<file path="config.mk">
export PLATFORM = sky130hd
export DESIGN_NAME = laags_cell
export DESIGN_NICKNAME = d
export VERILOG_FILES = /design/src/sv/laags_pkg.sv /design/src/sv/laags_cell.sv
export SDC_FILE = /design/constraint.sdc
export NUM_CORES = 1
export LEC_CHECK = 0
export BUFFER_PORTS_ARGS = -buffer_cell sky130_fd_sc_hd__buf_2
export CORE_ASPECT_RATIO = 0.9
export CORE_MARGIN = 8
export CORE_UTILIZATION = 55
export DETAILED_ROUTE_END_ITERATION = 16
export PLACE_DENSITY = 0.79
export SLEW_MARGIN = 0
export SYNTH_ARGS = -nofsm -noshare
export SYNTH_HDL_FRONTEND = slang
export SYNTH_SLANG_ARGS = --single-unit
</file>
<file path="constraint.sdc">
create_clock -name vclk -period 27.7
set_input_delay 4.155 -clock vclk [all_inputs]
set_output_delay 4.155 -clock vclk [all_outputs]
set_load 0.05 [all_outputs]
</file>
<file path="src/sv/laags_pkg.sv">
package laags_pkg;

  typedef logic signed [19:0] score_t;
  typedef logic signed [8:0]  pen_t;

  localparam score_t SCORE_NEG_INF  = 20'sh80000;
  localparam score_t SCORE_MIN      = 20'sh80001;
  localparam score_t SCORE_MAX      = 20'sh7FFFF;
  localparam score_t SCORE_BEST_CAP = 20'sh1FFFF;
  localparam score_t SCORE_ZERO     = 20'sh00000;

  localparam logic [1:0] CFG_MATCH      = 2'd0;
  localparam logic [1:0] CFG_MISMATCH   = 2'd1;
  localparam logic [1:0] CFG_GAP_OPEN   = 2'd2;
  localparam logic [1:0] CFG_GAP_EXTEND = 2'd3;

  typedef struct packed {
    logic signed [7:0] match_bonus;
    logic signed [7:0] mismatch_penalty;
    pen_t              open_extend;
    pen_t              extend;
  } score_cfg_t;

  typedef struct packed {
    score_t best;
    score_t hgap;
  } col_entry_t;

  function automatic score_t sat_add(input score_t a, input pen_t b);
    logic signed [20:0] s;
    s = 21'(a) + 21'(b);
    if (s > 21'(SCORE_MAX)) begin
      return SCORE_MAX;
    end else if (s < 21'(SCORE_MIN)) begin
      return SCORE_MIN;
    end else begin
      return s[19:0];
    end
  endfunction

  function automatic score_t add_inf(input score_t a, input pen_t b);
    if (a == SCORE_NEG_INF) begin
      return SCORE_NEG_INF;
    end else begin
      return sat_add(a, b);
    end
  endfunction

  function automatic score_t max_score(input score_t a, input score_t b);
    return (a > b) ? a : b;
  endfunction

endpackage

</file>
<file path="src/sv/laags_cell.sv">
module laags_cell import laags_pkg::*; (
  input  score_cfg_t cfg,
  input  logic       sym_eq,
  input  score_t     up,
  input  score_t     hgap,
  input  score_t     diag,
  input  score_t     left_d,
  input  score_t     q_prev,
  output score_t     p,
  output score_t     q,
  output score_t     d
);

  score_t diag_sum;
  pen_t   sub_score;

  assign sub_score = sym_eq ? pen_t'(cfg.match_bonus) : pen_t'(cfg.mismatch_penalty);

  always_comb begin
    p        = max_score(add_inf(up, cfg.open_extend), add_inf(hgap, cfg.extend));
    q        = max_score(add_inf(left_d, cfg.open_extend), add_inf(q_prev, cfg.extend));
    diag_sum = sat_add(diag, sub_score);
    d        = max_score(max_score(p, q), max_score(diag_sum, SCORE_ZERO));
  end

endmodule

</file>
## Word level (Yosys, flattened, before mapping)

Cells that the tools add are included.

- $add $sub $neg: 5
- $lt $le $gt $ge: 15
- Eq/ne operators: 4
- Muxes and demuxes: 20

Operators with widths:

| cell | count |
|---|---|
| 20-bit 2-to-1 mux | 19 |
| 20-bit by 9-bit adder with 21-bit output | 5 |
| 21-bit by 20-bit > comparator with 1-bit output, second input constant | 5 |
| 21-bit by 20-bit < comparator with 1-bit output, second input constant | 5 |
| 20-bit == test, second input constant | 4 |
| 20-bit > comparator | 4 |
| 20-bit by 1-bit > comparator with 1-bit output, second input constant | 1 |
| 9-bit 2-to-1 mux | 1 |

- Bits in registers: 0
- Bits of input ports: 135
- Output and inout bits: 60
- Word-level logic and storage cells: 44

## Longest topological paths before layout

- Word-level depth: 11
- Gate-level depth with buffers: 55
- Gate-level depth less buffers: 50

## Worst setup path before layout

No wires, ideal clock.

- Path kind: input to output
- Start point: input port cfg[0] (netlist name)
- End point: output port d[13]
- Data arrival time: 16033 ps
- Data required time: 23545 ps
- Path slack: 7512 ps
- Cell stages on the path: 49
- Buffers on the path: 5
- Path through: ha_1 -> inv_1 -> fa_1 -> nor2b_1 -> o31a_1 -> a21oi_1 -> or4b_2 -> a2111oi_0 -> o2111ai_1 -> nor4bb_1 -> nand4_1 -> and2_1 -> clkbuf_1 -> nand2_1 -> ha_1 -> nor2b_1 -> o211a_1 -> o311a_1 -> [... 13 more ...] -> a31oi_1 -> o31ai_1 -> nand3_1 -> buf_2 -> mux2_1 -> ha_1 -> nor2b_1 -> o21a_1 -> o21a_1 -> o21a_1 -> o21a_1 -> o21a_1 -> or2_2 -> maj3_1 -> a21o_1 -> clkbuf_1 -> a21o_1 -> a31oi_1

- Cells in the longest elaborated chain, start to end: 11
- Elaborated cells on any way between the ends: 20
- Classes of those cells: add/sub (2); order compare (8); mux (10)

Ends and longest elaborated chain:

| item | RTL line | source |
|---|---|---|
| start, declared | laags_cell.sv:2 | `input score_cfg_t cfg,` |
| 20-bit by 9-bit adder with 21-bit output * | laags_pkg.sv:31 | `s = 21'(a) + 21'(b);` |
| 21-bit by 20-bit < comparator with 1-bit output | laags_pkg.sv:34 | `end else if (s < 21'(SCORE_MIN)) begin` |
| 20-bit 2-to-1 mux | laags_pkg.sv:34 |  |
| 20-bit 2-to-1 mux * | laags_pkg.sv:32 | `if (s > 21'(SCORE_MAX)) begin` |
| 20-bit 2-to-1 mux * | laags_pkg.sv:42 | `if (a == SCORE_NEG_INF) begin` |
| 20-bit > comparator | laags_pkg.sv:50 | `return (a > b) ? a : b;` |
| 20-bit 2-to-1 mux * | laags_pkg.sv:50 |  |
| net p[2] | laags_cell.sv:9 | `output score_t p,` |
| 20-bit > comparator | laags_pkg.sv:50 |  |
| 20-bit 2-to-1 mux * | laags_pkg.sv:50 |  |
| 20-bit > comparator | laags_pkg.sv:50 |  |
| 20-bit 2-to-1 mux * | laags_pkg.sv:50 |  |
| end, declared | laags_cell.sv:11 | `output score_t d` |

The timed path passes the listed nets; every way through them passes the cells marked *.

## Worst setup path in the final report

- Start point: input port cfg[17] (netlist name)
- End point: output port d[11]

- Cells in the longest elaborated chain, start to end: 11
- Elaborated cells on any way between the ends: 20
- Classes of those cells: add/sub (2); order compare (8); mux (10)

Ends and longest elaborated chain:

| item | RTL line |
|---|---|
| 20-bit by 9-bit adder with 21-bit output | laags_pkg.sv:31 |
| 21-bit by 20-bit < comparator with 1-bit output | laags_pkg.sv:34 |
| 20-bit 2-to-1 mux | laags_pkg.sv:34 |
| 20-bit 2-to-1 mux | laags_pkg.sv:32 |
| 20-bit 2-to-1 mux | laags_pkg.sv:42 |
| 20-bit > comparator | laags_pkg.sv:50 |
| 20-bit 2-to-1 mux | laags_pkg.sv:50 |
| 20-bit > comparator | laags_pkg.sv:50 |
| 20-bit 2-to-1 mux * | laags_pkg.sv:50 |
| 20-bit > comparator | laags_pkg.sv:50 |
| 20-bit 2-to-1 mux * | laags_pkg.sv:50 |

Every way passes the cells marked *; elsewhere a longest branch is shown, timed or not.

==> results.json <==
{
  "status": "complete, no violations",
  "critPathCaptureType": "output pin",
  "io_pins": 195,
  "die_w_um": 160,
  "cp_top_family": "compound AO/OA/AOI/OAI gates",
  "ant_nets": 0,
  "synth_warnings": 0,
  "vias": 12500,
  "postCtsSetupBuffers": 0,
  "fmax_mhz": 47.7,
  "dr.pass1.iters": 6,
  "final_util": 0.621,
  "wl_mm": 36.1,
  "grt_pass1_wl_mm": 57.0,
  "cp_slowest_cell": "o21ai_4",
  "whs_endpoint": "d[0]",
  "num_rows": 47,
  "slew_violations": 0,
  "num-clock-buffers": 0,
  "crit_fanout": 37,
  "p_leak_nw": 5.46,
  "grt_util_all_layers": 0.283,
  "seq_area_um2": 0,
  "maxSlewHeadroom": 0.196,
  "path_common_cell": "a21o_1",
  "grt_overflow_total": 0,
  "die_h_um": 146,
  "seq_cell_count": 0,
  "drc": 0,
  "critPathBufInv": 5,
  "ctsHoldBuffers": 0,
  "grt_start_max_net_pins": 38,
  "crit_arrival_ns": 16.80,
  "fin_setup_tns_ns": 0,
  "post_dp_cell_area_um2": 11400,
  "yosysUniqueCellTypes": 95,
  "initial_core_util": 0.561,
  "cap_violations": 0,
  "worst_pin_slew_ns": 1.20,
  "syn_avg_cell_area_um2": 6.81,
  "fin_area_um2": 11400,
  "portBuffers": 194,
  "num-fill-cells": 1742,
  "ys_seq_area_frac": 0,
  "synth_area_um2": 10300,
  "p_per_area_nw_per_um2": 127,
  "core_um2": 18400,
  "ir_drop_v": 0.000163,
  "hp-start": "diag[0]",
  "antenna_found_initial": 1,
  "setup-violations-final": 0,
  "min_path_cells": 7,
  "grt_pass1_vias": 11300,
  "die-area_um2": 23400,
  "critical_path_class": "primary input to output pin",
  "layout_setup_ws_ns": 6.75,
  "instances_no_fill": 1904,
  "period_needed_ns": 20.95,
  "rsz0062_at_grt": "false",
  "slowest_delay_ns": 0.74,
  "dpl.cell_count": 1904,
  "required_ns": 23.55,
  "vias_per_cell": 6.59,
  "ctsResizeCount": 0,
  "min_period_over_period": 0.756,
  "hp-class": "primary input to output pin",
  "hpwl_mm": 30.5,
  "worstSetupStartpointType": "primary input",
  "syn_nets": 1834,
  "finalHoldViolations": 0,
  "drt_iter0_markers": 1183,
  "syn_to_final_growth_pct": 10.6,
  "synth_cells": 1517,
  "preCtsSetupSlack_ns": 6.99,
  "diodes": 0,
  "drive_gt1_frac": 0.148,
  "nets": 1978,
  "wire_per_inst_um": 19.0,
  "gp_congestion": 1.01
}
layout by cell type, fill, tap and decap left out, types with 7 or more instances in the layout:
master     instances
a211oi_1          46
and3_1            10
a21boi_0           7
nand4_1           34
o21ai_0           87
nor2_1           113
ha_1             177
nand3_1           50
a2111oi_0          7
and4_1             9
buf_2            194
a211o_1            8
nand2_1          121
and2_1            13
nor3_1            30
mux2_2            10
o211ai_1          13
nor4b_1            9
xnor2_1           40
or3_1             13
nor4_1            24
o31ai_1            8
nand2b_1          22
mux2i_1            9
a31oi_1           31
nor2b_1           17
buf_4             11
o21a_1            30
a21o_1            85
a21oi_1          163
o211a_1            8
o31a_1             7
o21bai_1          10
or2_2             11
o21ai_1           15
inv_1             73
xor2_1            26
kinds of logic (layout without fill, tap and decap cells):
group / count (synthesis) / after routing / synth area share
compound gates: 604 / 604 / 0.390
xor+xnor: 66 / 66 / 0.0560
fa+ha+maj: 183 / 183 / 0.225
buf+inv: 136 / 278 / 0.0530
mux: 25 / 25 / 0.0272
other cells: 1 / 1 / 0.000363
simple gates: 502 / 502 / 0.248
per-layer routing:
| layer | part of all wire | GRT usage | vias to the layer above |
|---|---|---|---|
| li1 | - | - | 6133 |
| met1 | 0.45 | 0.394 | 5682 |
| met2 | 0.41 | 0.420 | 636 |
| met3 | 0.11 | 0.0734 | 85 |
| met4 | 0.032 | 0.0822 | 2 |
| met5 | 0.00036 | 0 | - |
how the worst max path moves through the flow:
stage	from	endpoint	slack [ns]	depth (start not counted)
final	cfg[17]	d[11]	6.75	46
after global routing	cfg[17]	d[9]	5.91	46
after CTS	cfg[17]	d[11]	6.94	46
after detailed placement	cfg[17]	d[11]	6.99	46
after global placement	cfg[17]	d[4]	7.23	47
after floorplan	cfg[0]	d[13]	7.51	49
synthesized netlist by cell type (31+ instances only):
master,count,share of area
nor2_1,113,0.041
a31oi_1,31,0.019
nand2_1,121,0.044
nand4_1,34,0.021
a21oi_1,163,0.079
o21ai_0,87,0.042
xnor2_1,40,0.034
ha_1,177,0.21
clkbuf_1,38,0.014
inv_1,73,0.027
nand3_1,50,0.024
a211oi_1,47,0.034
a21o_1,85,0.062
layout make-up:
class                      count  area [µm²]  area share
multi-input combinational   1381        9790       0.857
timing repair buffer         205        1050      0.0922
tap                          245         307      0.0268
inverter                      73         274      0.0240
tightest hold or removal path, stage by stage:
cell     delay, ns
buf_2         0.08
ha_1          0.23
nor2_1        0.13
nor2_1        0.08
o21ai_0       0.08
a31oi_1       0.08
buf_2         0.22
per-stage QoR:
step	power, mW	hold WS (ns)
2_1_floorplan	1.10	8.79
3_3_place_gp	1.40	9.21
3_5_place_dp	1.42	9.22
4_1_cts	1.43	9.22
5_1_grt	1.55	9.27
6_report	1.45	9.22
power by group:
| part | total (mW) | switching [mW] | internal (mW) | leakage, nW |
|---|---|---|---|---|
| clock | 0 | 0 | 0 | 0 |
| sequential | 0 | 0 | 0 | 0 |
| combinational | 1.45 | 1.02 | 0.432 | 5.46 |
| total | 1.45 | 1.02 | 0.432 | 5.46 |
(Power assumes the default switching activity.)
